--- src/hw/rtl/ppmp_pkg.sv ---
// ----------------------------------------------------------------------------
// ppmp_pkg
// Shared types and character codes for the P3 pixel parser.
// ----------------------------------------------------------------------------
`default_nettype none

package ppmp_pkg;

  localparam logic [7:0] CH_HASH    = 8'd35;
  localparam logic [7:0] CH_NEWLINE = 8'd10;
  localparam logic [7:0] CH_SPACE   = 8'd32;
  localparam logic [7:0] CH_ZERO    = 8'd48;
  localparam logic [7:0] CH_NINE    = 8'd57;

  localparam int unsigned HDR_W    = 16;
  localparam int unsigned CHAN_W   = 8;
  localparam int unsigned TDATA_W  = HDR_W + 3 * CHAN_W;

  typedef enum logic [2:0] {
    KIND_WIDTH      = 3'd0,
    KIND_HEIGHT     = 3'd1,
    KIND_MAX_VALUE  = 3'd2,
    KIND_PIXEL      = 3'd3,
    KIND_BAD_HEADER = 3'd4
  } kind_t;

  typedef enum logic [3:0] {
    PH_SKIP   = 4'b0001,
    PH_HEADER = 4'b0010,
    PH_PIXELS = 4'b0100,
    PH_DONE   = 4'b1000
  } phase_t;

  typedef struct packed {
    logic              valid;
    kind_t             kind;
    logic [HDR_W-1:0]  header_value;
    logic [CHAN_W-1:0] red;
    logic [CHAN_W-1:0] green;
    logic [CHAN_W-1:0] blue;
    logic              last_pixel;
  } result_t;

  typedef struct packed {
    logic done;
    logic in_comment;
    logic in_number;
  } status_t;

endpackage

`default_nettype wire

--- src/hw/rtl/ppm_ascii_pixel_parser_core.sv ---
// ----------------------------------------------------------------------------
// ppm_ascii_pixel_parser_core
// Plain-text PPM (P3) parser: header numbers and RGB pixels from a byte stream.
// ----------------------------------------------------------------------------
// Takes one character per cycle whenever the result register is free or being
// drained (in_tready = !out_tvalid | out_tready), so a stream with a ready sink
// runs at one byte per clock. A result appears on the master side in the cycle
// after the byte that ends its number; the only stage is the parser state plus
// the result register. The first line is dropped, '#' comments run to newline,
// header values saturate at 2^DIM_BITS-1, pixel channels keep their low 8 bits,
// and after the last pixel all bytes are consumed without results until reset.
`default_nettype none

module ppm_ascii_pixel_parser_core
  import ppmp_pkg::*;
#(
  parameter int unsigned DIM_BITS = 16
) (
  input  wire logic               clk,
  input  wire logic               rst_n,
  input  wire logic               in_tvalid,
  output logic                    in_tready,
  input  wire logic [7:0]         in_tdata,   // [7:0] data_byte
  output logic                    out_tvalid,
  input  wire logic               out_tready,
  output logic [TDATA_W-1:0]      out_tdata,  // [15:0] header_value, [23:16] red,
                                              // [31:24] green, [39:32] blue
  output logic [2:0]              out_tuser,  // [2:0] kind
  output logic                    out_tlast   // last_pixel
);

  result_t res;
  status_t status;
  logic    accept;
  logic    can_load;

  assign in_tready = can_load;
  assign accept    = in_tvalid && can_load;

  ppmp_parser #(
    .DIM_BITS(DIM_BITS)
  ) u_parser (
    .clk       (clk),
    .rst_n     (rst_n),
    .byte_valid(accept),
    .byte_in   (in_tdata),
    .res       (res),
    .status    (status)
  );

  ppmp_out_reg u_out_reg (
    .clk       (clk),
    .rst_n     (rst_n),
    .res       (res),
    .load      (accept),
    .can_load  (can_load),
    .out_tvalid(out_tvalid),
    .out_tready(out_tready),
    .out_tdata (out_tdata),
    .out_tuser (out_tuser),
    .out_tlast (out_tlast)
  );

  a_done_silent: assert property (@(posedge clk) disable iff (!rst_n)
    status.done |-> !res.valid)
    else $error("result produced after last pixel");

  a_header_no_pixel: assert property (@(posedge clk) disable iff (!rst_n)
    (out_tvalid && (out_tuser != KIND_PIXEL)) |->
      (!out_tlast && (out_tdata[TDATA_W-1:HDR_W] == '0)))
    else $error("header result carries pixel fields");

  a_last_ends: assert property (@(posedge clk) disable iff (!rst_n)
    (accept && res.valid && res.last_pixel) |=> status.done)
    else $error("last pixel did not end the image");

  a_comment_no_number: assert property (@(posedge clk) disable iff (!rst_n)
    !(status.in_comment && status.in_number))
    else $error("number still open inside a comment");

endmodule

`default_nettype wire

--- src/hw/rtl/ppmp_parser.sv ---
// ----------------------------------------------------------------------------
// ppmp_parser
// Parser state and per-byte next-state logic; yields at most one result.
// ----------------------------------------------------------------------------
`default_nettype none

module ppmp_parser
  import ppmp_pkg::*;
#(
  parameter int unsigned DIM_BITS = 16
) (
  input  wire logic       clk,
  input  wire logic       rst_n,
  input  wire logic       byte_valid,
  input  wire logic [7:0] byte_in,
  output result_t         res,
  output status_t         status
);

  localparam int unsigned SUM_W = DIM_BITS + 4;
  localparam int unsigned CNT_W = 2 * DIM_BITS;
  localparam logic [SUM_W-1:0] HDR_MAX = SUM_W'({DIM_BITS{1'b1}});

  phase_t              phase_r, phase_nxt;
  logic                in_comment_r, in_comment_nxt;
  logic                in_number_r, in_number_nxt;
  logic [DIM_BITS-1:0] acc_r, acc_nxt;
  logic [1:0]          field_r, field_nxt;
  logic [CHAN_W-1:0]   held_red_r, held_red_nxt;
  logic [CHAN_W-1:0]   held_green_r, held_green_nxt;
  logic [DIM_BITS-1:0] width_r, width_nxt;
  logic [DIM_BITS-1:0] height_r, height_nxt;
  logic [CNT_W-1:0]    count_r, count_nxt;
  logic [CNT_W-1:0]    total_r;

  logic              is_digit;
  logic [SUM_W-1:0]  sum;
  logic [CNT_W-1:0]  count_inc;

  assign is_digit  = (byte_in >= CH_ZERO) && (byte_in <= CH_NINE);
  assign sum       = {1'b0, acc_r, 3'b000} + {3'b000, acc_r, 1'b0}
                   + SUM_W'(byte_in - CH_ZERO);
  assign count_inc = count_r + CNT_W'(1);

  always_comb begin
    phase_nxt      = phase_r;
    in_comment_nxt = in_comment_r;
    in_number_nxt  = in_number_r;
    acc_nxt        = acc_r;
    field_nxt      = field_r;
    held_red_nxt   = held_red_r;
    held_green_nxt = held_green_r;
    width_nxt      = width_r;
    height_nxt     = height_r;
    count_nxt      = count_r;
    res            = '0;
    if (byte_valid) begin
      unique case (phase_r)
        PH_SKIP: begin
          if (byte_in == CH_NEWLINE) begin
            phase_nxt = PH_HEADER;
          end
        end
        PH_HEADER, PH_PIXELS: begin
          if (in_comment_r) begin
            if (byte_in == CH_NEWLINE) begin
              in_comment_nxt = 1'b0;
            end
          end else if (is_digit) begin
            in_number_nxt = 1'b1;
            if (phase_r == PH_HEADER) begin
              acc_nxt = (sum > HDR_MAX) ? DIM_BITS'(HDR_MAX) : sum[DIM_BITS-1:0];
            end else begin
              acc_nxt = DIM_BITS'(sum[CHAN_W-1:0]);
            end
          end else begin
            if (in_number_r) begin
              acc_nxt       = '0;
              in_number_nxt = 1'b0;
              if (phase_r == PH_HEADER) begin
                res.valid        = 1'b1;
                res.header_value = HDR_W'(acc_r);
                unique case (field_r)
                  2'd0: begin
                    width_nxt = acc_r;
                    field_nxt = 2'd1;
                    res.kind  = KIND_WIDTH;
                  end
                  2'd1: begin
                    height_nxt = acc_r;
                    field_nxt  = 2'd2;
                    res.kind   = KIND_HEIGHT;
                  end
                  default: begin
                    field_nxt = 2'd0;
                    if ((width_r == '0) || (height_r == '0)) begin
                      res.kind         = KIND_BAD_HEADER;
                      res.header_value = '0;
                    end else begin
                      res.kind  = KIND_MAX_VALUE;
                      phase_nxt = PH_PIXELS;
                      count_nxt = '0;
                    end
                  end
                endcase
              end else begin
                unique case (field_r)
                  2'd0: begin
                    held_red_nxt = acc_r[CHAN_W-1:0];
                    field_nxt    = 2'd1;
                  end
                  2'd1: begin
                    held_green_nxt = acc_r[CHAN_W-1:0];
                    field_nxt      = 2'd2;
                  end
                  default: begin
                    field_nxt      = 2'd0;
                    count_nxt      = count_inc;
                    res.valid      = 1'b1;
                    res.kind       = KIND_PIXEL;
                    res.red        = held_red_r;
                    res.green      = held_green_r;
                    res.blue       = acc_r[CHAN_W-1:0];
                    res.last_pixel = (count_inc == total_r);
                    if (count_inc == total_r) begin
                      phase_nxt = PH_DONE;
                    end
                  end
                endcase
              end
            end
            if ((byte_in == CH_HASH) && (phase_nxt != PH_DONE)) begin
              in_comment_nxt = 1'b1;
            end
          end
        end
        default: begin
        end
      endcase
    end
  end

  always_ff @(posedge clk) begin
    if (!rst_n) begin
      phase_r      <= PH_SKIP;
      in_comment_r <= 1'b0;
      in_number_r  <= 1'b0;
      acc_r        <= '0;
      field_r      <= '0;
      held_red_r   <= '0;
      held_green_r <= '0;
      width_r      <= '0;
      height_r     <= '0;
      count_r      <= '0;
    end else begin
      phase_r      <= phase_nxt;
      in_comment_r <= in_comment_nxt;
      in_number_r  <= in_number_nxt;
      acc_r        <= acc_nxt;
      field_r      <= field_nxt;
      held_red_r   <= held_red_nxt;
      held_green_r <= held_green_nxt;
      width_r      <= width_nxt;
      height_r     <= height_nxt;
      count_r      <= count_nxt;
    end
  end

  // product settles long before the first pixel completes
  always_ff @(posedge clk) begin
    total_r <= CNT_W'(width_r) * CNT_W'(height_r);
  end

  assign status.done       = (phase_r == PH_DONE);
  assign status.in_comment = in_comment_r;
  assign status.in_number  = in_number_r;

endmodule

`default_nettype wire

--- src/hw/rtl/ppmp_out_reg.sv ---
// ----------------------------------------------------------------------------
// ppmp_out_reg
// Result register on the master side; holds a result until its transfer.
// ----------------------------------------------------------------------------
`default_nettype none

module ppmp_out_reg
  import ppmp_pkg::*;
(
  input  wire logic               clk,
  input  wire logic               rst_n,
  input  result_t                 res,
  input  wire logic               load,
  output logic                    can_load,
  output logic                    out_tvalid,
  input  wire logic               out_tready,
  output logic [TDATA_W-1:0]      out_tdata,
  output logic [2:0]              out_tuser,
  output logic                    out_tlast
);

  logic    valid_r, valid_nxt;
  result_t data_r;

  assign can_load = !valid_r || out_tready;

  always_comb begin
    valid_nxt = valid_r;
    if (load && res.valid) begin
      valid_nxt = 1'b1;
    end else if (out_tready) begin
      valid_nxt = 1'b0;
    end
  end

  always_ff @(posedge clk) begin
    if (!rst_n) begin
      valid_r <= 1'b0;
    end else begin
      valid_r <= valid_nxt;
    end
  end

  always_ff @(posedge clk) begin
    if (load && res.valid) begin
      data_r <= res;
    end
  end

  assign out_tvalid = valid_r;
  assign out_tdata  = {data_r.blue, data_r.green, data_r.red, data_r.header_value};
  assign out_tuser  = data_r.kind;
  assign out_tlast  = data_r.last_pixel;

endmodule

`default_nettype wire
--- config.mk ---
export PLATFORM = sky130hd
export DESIGN_NAME = ppm_ascii_pixel_parser_core
export DESIGN_NICKNAME = d
export VERILOG_FILES = /design/src/hw/rtl/ppmp_pkg.sv /design/src/hw/rtl/ppm_ascii_pixel_parser_core.sv /design/src/hw/rtl/ppmp_parser.sv /design/src/hw/rtl/ppmp_out_reg.sv
export SDC_FILE = /design/constraint.sdc
export NUM_CORES = 1
export LEC_CHECK = 0
export BUFFER_PORTS_ARGS = -buffer_cell sky130_fd_sc_hd__buf_2
export CORE_MARGIN = 2
export CORE_UTILIZATION = 40
export DETAILED_ROUTE_END_ITERATION = 16
export PLACE_DENSITY = 0.62
export SLEW_MARGIN = 15
export SYNTH_ARGS = -nofsm -noshare
export SYNTH_HDL_FRONTEND = slang
export SYNTH_SLANG_ARGS = --single-unit
--- constraint.sdc ---
create_clock -name clk -period 7.15 [get_ports clk]
set_input_delay 0.715 -clock clk [delete_from_list [all_inputs] [get_ports clk]]
set_output_delay 0.715 -clock clk [all_outputs]
set_load 0.05 [all_outputs]
### Word level (Yosys, flattened, before mapping)

Cells that the tools add are included.

| word-level totals | value |
|---|---|
| bits in latches | 0 |
| register bits | 181 |
| bits in writable memories | 0 |
| bits in read-only memories | 0 |
| input bits | 12 |
| memories kept | 0 |
| logic and storage cells | 117 |

| operators by class | value |
|---|---|
| magnitude comparators | 3 |
| shift operators | 0 |
| add/sub/neg operators | 4 |
| multiply operators | 1 |
| equal/unequal tests | 12 |
| mux-type cells | 44 |
| bitwise operators | 7 |
| divide/modulo/power cells | 0 |
| reductions and logical operators | 28 |

Operators with widths:

| operator | count |
|---|---|
| 45-bit 2-to-1 mux | 5 |
| 32-bit 2-to-1 mux | 4 |
| 16-bit 2-to-1 mux | 7 |
| 4-bit 2-to-1 mux | 15 |
| 25-bit 2-to-1 mux | 2 |
| 7-bit AND reduction | 5 |
| 32-bit by 1-bit adder with 32-bit output, second input constant | 1 |
| 32-bit == test | 1 |
| 16-bit zero test | 2 |
| 16-bit by 16-bit multiplier with 32-bit output | 1 |
| 19-bit by 17-bit adder with 20-bit output | 1 |
| 20-bit adder | 1 |
| 20-bit by 16-bit greater-than comparator with 1-bit output, second input constant | 1 |
| 5-bit AND reduction | 2 |
| 8-bit by 6-bit subtractor with 9-bit output, second input constant | 1 |
| 8-bit by 4-bit == test with 1-bit output, second input constant | 1 |
| 8-bit by 6-bit == test with 1-bit output, second input constant | 1 |
| 8-bit by 6-bit >= comparator with 1-bit output, second input constant | 1 |
| 8-bit by 6-bit less-or-equal comparator with 1-bit output, second input constant | 1 |
| 4-bit one-hot mux with 2 select lines | 1 |
| 8-bit OR reduction | 1 |
| 1-bit 2-to-1 mux | 7 |
| 1-bit NOT | 7 |
| 2-bit inequality test, second input constant | 3 |
| 20 further kinds | 27 |

### Longest topological paths before layout

| logic depth | value |
|---|---|
| word-level depth | 15 |
| depth in mapped cells | 24 |
| depth with buffers taken out | 23 |

### Cells and area by module

Synthesis repeated with hierarchy kept, for this count alone.

| unflattened totals | value |
|---|---|
| cell total of the unflattened synthesis | 2015 |
| area, all modules | 17902.2 um2 |

Modules (own cells, without submodules):

| module | cells an instance | instances | area each (um2) |
|---|---|---|---|
| ppmp_parser | 1965 | 1 | 16522.1 |
| ppmp_out_reg | 49 | 1 | 1373.8 |
| ppm_ascii_pixel_parser_core | 1 | 1 | 6.3 |

### Least setup slack after synthesis

No wires, ideal clock.

| timing path | value |
|---|---|
| path kind | register to register |
| from | register u_parser.height_r[1] |
| to | register u_parser.total_r[30] |
| path slack | 928 ps |
| data arrival time | 6100 ps |
| period minus slack after synthesis | 6222 ps |
| cell stages (with the launch flop) | 23 |
| required time | 7028 ps |
| setup time | 122 ps |
| cell sequence | dfxtp_1 -> clkbuf_1 -> clkbuf_1 -> nand2_1 -> fa_1 -> fa_1 -> fa_1 -> fa_1 -> inv_1 -> fa_1 -> inv_1 -> fa_1 -> inv_1 -> ha_1 -> a21oi_1 -> nand3_1 -> a21oi_1 -> o21ai_0 -> a21oi_1 -> o211a_1 -> o21a_1 -> nor4b_1 -> a311o_1 |

| on the way | value |
|---|---|
| longest elaborated chain between the ends | 1 |

RTL lines:

| what | line | RTL |
|---|---|---|
| from (decl) | ppmp_parser.sv:32 | `logic [DIM_BITS-1:0] height_r, height_nxt;` |
| from (signal assigned) | ppmp_parser.sv:164 | `height_r <= height_nxt;` |
| 16-bit by 16-bit multiplier with 32-bit output | ppmp_parser.sv:171 | `total_r <= CNT_W'(width_r) * CNT_W'(height_r);` |
| to (signal assigned) | ppmp_parser.sv:171 |  |
| to (decl) | ppmp_parser.sv:34 | `logic [CNT_W-1:0] total_r;` |

Every way passes these cells.
A chain may end at the register's enable or synchronous reset.

### Worst setup path in the final report

| timing path | value |
|---|---|
| from | register u_parser.height_r[4] |
| to | register u_parser.total_r[30] |

The elaborated chain is that of the path after synthesis.

==> results.json <==
{
  "h-tree-depth": 4,
  "cts_hold_buf": 0,
  "final_max_slew_viol_count": 0,
  "worst_setup_path_end_kind": "flop",
  "dieWidth_um": 214,
  "firstDrtPassIters": 5,
  "synth_top_family_by_area": "adder cells",
  "n_antenna_cell": 0,
  "critical_path_class": "reg -> reg",
  "insertion_delay_ps": 440,
  "synth_top_cells_by_count": "inv_1, nand2_1, fa_1, and2_1, dfxtp_1",
  "yosysSeqAreaShare": 0.230,
  "routedWlPerCell_um": 16.6,
  "synth_top_area_share": 0.237,
  "synth.area.top_cells": "fa_1, dfxtp_1, ha_1",
  "synthToLayoutAreaGrowth_pct": 8.37,
  "ys_types": 80,
  "fillers": 4229,
  "syn_area_um2": 17700,
  "die_area_um2": 45800,
  "place.gp.congestion": 0.915,
  "synth_edf_count": 44,
  "synth-seq-cells": 181,
  "core.rowCount": 76,
  "worst-path-max-fanout": 18,
  "crit_top_cell": "fa_1",
  "grt_pass1_wl_mm": 72.7,
  "synthSimpleGateAreaFrac": 0.205,
  "multi_input_area_um2": 12200,
  "startpoint_type": "flop",
  "syn-num-nets": 2334,
  "tns_ps": 0,
  "synth.area.mux_share": 0.0137,
  "synth_area_per_cell_um2": 8.90,
  "synthArstFlopShare": 0,
  "final_layout_size_suffix_gt1_frac": 0.0778,
  "hold_viol": 0,
  "synthAdderAreaFrac": 0.328,
  "wl_mm": 43.1,
  "cp.buffers_inverters": 4,
  "core_um2": 43400,
  "clockBufferDepth": 2,
  "p_leak_nw": 8.74,
  "io_buffers": 57,
  "tightest_slew_ps": 948,
  "setup_viol": 0,
  "overflow": 0,
  "synth_ff_type": "dfxtp_1",
  "rsz0062_at_grt": "no",
  "max_slew_margin": 0.359,
  "root_buffer": "clkbuf_16",
  "yosys.area.top_type": "fa_1",
  "synth_cells": 1984,
  "dp.cells": 2559,
  "clock_skew_ps": 13.8,
  "finalCritPeriodShare": 0.930,
  "status": "complete, no violations",
  "hpwl_mm": 33.4,
  "cts.sinks": 181,
  "holdCritStartpoint": "u_parser.held_green_r[7]$_SDFFE_PN0P_",
  "drtIter0Drc": 933,
  "regArea_um2": 4070,
  "grt_max_degree": 50,
  "ant_nets": 0,
  "setup.worst_path.start": "u_parser.height_r[4]$_SDFFE_PN0P_",
  "worstPathArrival_ps": 6970,
  "cts_tree": "yes",
  "dieHeight_um": 214,
  "cp_slowest_cell": "dfxtp_1",
  "max_freq_mhz": 150,
  "io_pins": 58,
  "hp-class": "reg -> reg",
  "clkTransAtPathRegs_ps": 70,
  "final_cells": 2591,
  "synthXorXnorAreaFrac": 0.0392,
  "ys_warn_count": 0,
  "synth_compound_area_frac": 0.102,
  "drc": 0,
  "peakVddDrop_v": 0.000136,
  "final_nets": 2343,
  "antenna_found_initial": 0,
  "finalCriticalPeriod_ps": 6650,
  "numCtsBuffers": 17,
  "cp_cell_sequence": "and2_1 > fa_1 > inv_1 > fa_1 > fa_1 > fa_1 > inv_1 > fa_1 > inv_1 > fa_1 > inv_1 > ha_1 > a21oi_1 > nand3_1 > a21oi_1 > o21ai_0 > a21oi_1 > o211a_1 > o21a_1 > nor4b_1 > a311o_1",
  "cp.required_ps": 7470,
  "first_global_vias": 14121,
  "slowest_delay_ps": 700,
  "timing.rr.start": "u_parser.height_r[4]$_SDFFE_PN0P_",
  "power_density_nw_per_um2": 107,
  "crit_family": "adder cells",
  "finish.utilization": 0.441,
  "track_usage": 0.194,
  "cap_violations": 0,
  "yosysMostFrequentCell": "inv_1",
  "vias_per_cell": 5.27,
  "vias": 13644,
  "start_util": 0.407
}
-- cells by family after synthesis --
kind of cell / count (synthesis)
buf+inv: 372
flops: 181
fa+ha+maj: 338
xor+xnor: 79
simple gates: 702
compound gates: 288
mux: 24
-- metrics by stage --
stage / cell area [um^2] / worst slack (ps) / hold slack (ps) / power [mW]
global route: 19100 / 95.0 / 488 / 2.12
floorplan: 17700 / 928 / 432 / 1.11
finish: 19100 / 502 / 458 / 2.05
detailed placement: 18500 / 456 / 449 / 1.12
CTS: 19100 / 415 / 458 / 2.07
global placement: 18500 / 575 / 438 / 1.12
-- sequential cells by signal (all words and copies together), names as in the netlist, 2 cells and up --
signal / cells
u_parser.phase_r: 4
u_parser.count_r: 32
u_parser.acc_r: 16
u_parser.held_green_r: 8
u_parser.width_r: 16
u_parser.total_r: 32
u_parser.held_red_r: 8
u_out_reg.out_tdata: 40
u_out_reg.out_tuser: 3
u_parser.height_r: 16
u_parser.field_r: 2
-- final cells by class --
class,count,area share
clock buffers,18,0.0235
multi-input cells,1431,0.636
clock inverters,14,0.00811
well taps,585,0.0383
flip-flops and latches,181,0.213
inverters,269,0.0528
repair buffers,93,0.0290
-- tightest hold or removal path: stages, from the launching register on --
cell,delay (ps)
dfxtp_1,310
nand2_1,50
a21oi_1,60
-- placed cells by master, fill, tap and decap left out, types with 6 or more instances in the layout --
cell type  instances
and3_1             8
o21ai_0           58
inv_1            268
nand4_1           17
edfxtp_1          44
xnor2_1           57
nand3_1           33
a21oi_1          111
o211ai_1           6
and4_1             9
nand3b_1           9
a21o_1            17
or4_1              7
a31oi_1            8
o21bai_1          11
nand2_1          259
clkbuf_16         18
nor4_1            14
mux2i_1           23
nor2_1           102
buf_4             36
buf_2             57
or3_1              6
o21a_1            16
dfxtp_1          136
and2_1           160
nand2b_1           9
ha_1             129
a211oi_1          13
nor2b_1            7
nor3_1            26
xor2_1            22
fa_1             209
a221o_1            8
-- worst paths after layout --
| path | end | slack [ps] | cells after the start |
|---|---|---|---|
| max | u_parser.total_r[30]$_DFF_P_ | 500 | 21 |
| max reg2reg | u_parser.total_r[30]$_DFF_P_ | 500 | 21 |
| min | u_parser.held_green_r[7]$_SDFFE_PN0P_ | 460 | 2 |
| min reg2reg | u_parser.held_green_r[7]$_SDFFE_PN0P_ | 460 | 2 |
-- timing repair --
item	in CTS	in global routing
setup buffers	0	0
endpoints found under the setup margin	0	1
gates resized for setup	0	1
-- per-layer routing --
metal,wire (um),track usage
met5,0,0
met4,871,0.0560
met3,1770,0.0200
met2,20700,0.328
met1,19800,0.264
-- where the power goes --
group / switching [mW] / internal (mW) / total, mW
combinational: 0.0369 / 0.0194 / 0.0564
clock: 0.466 / 0.489 / 0.956
sequential: 0.000944 / 1.04 / 1.04
total: 0.504 / 1.55 / 2.05
No activity file was read; power rests on OpenSTA's default activity.
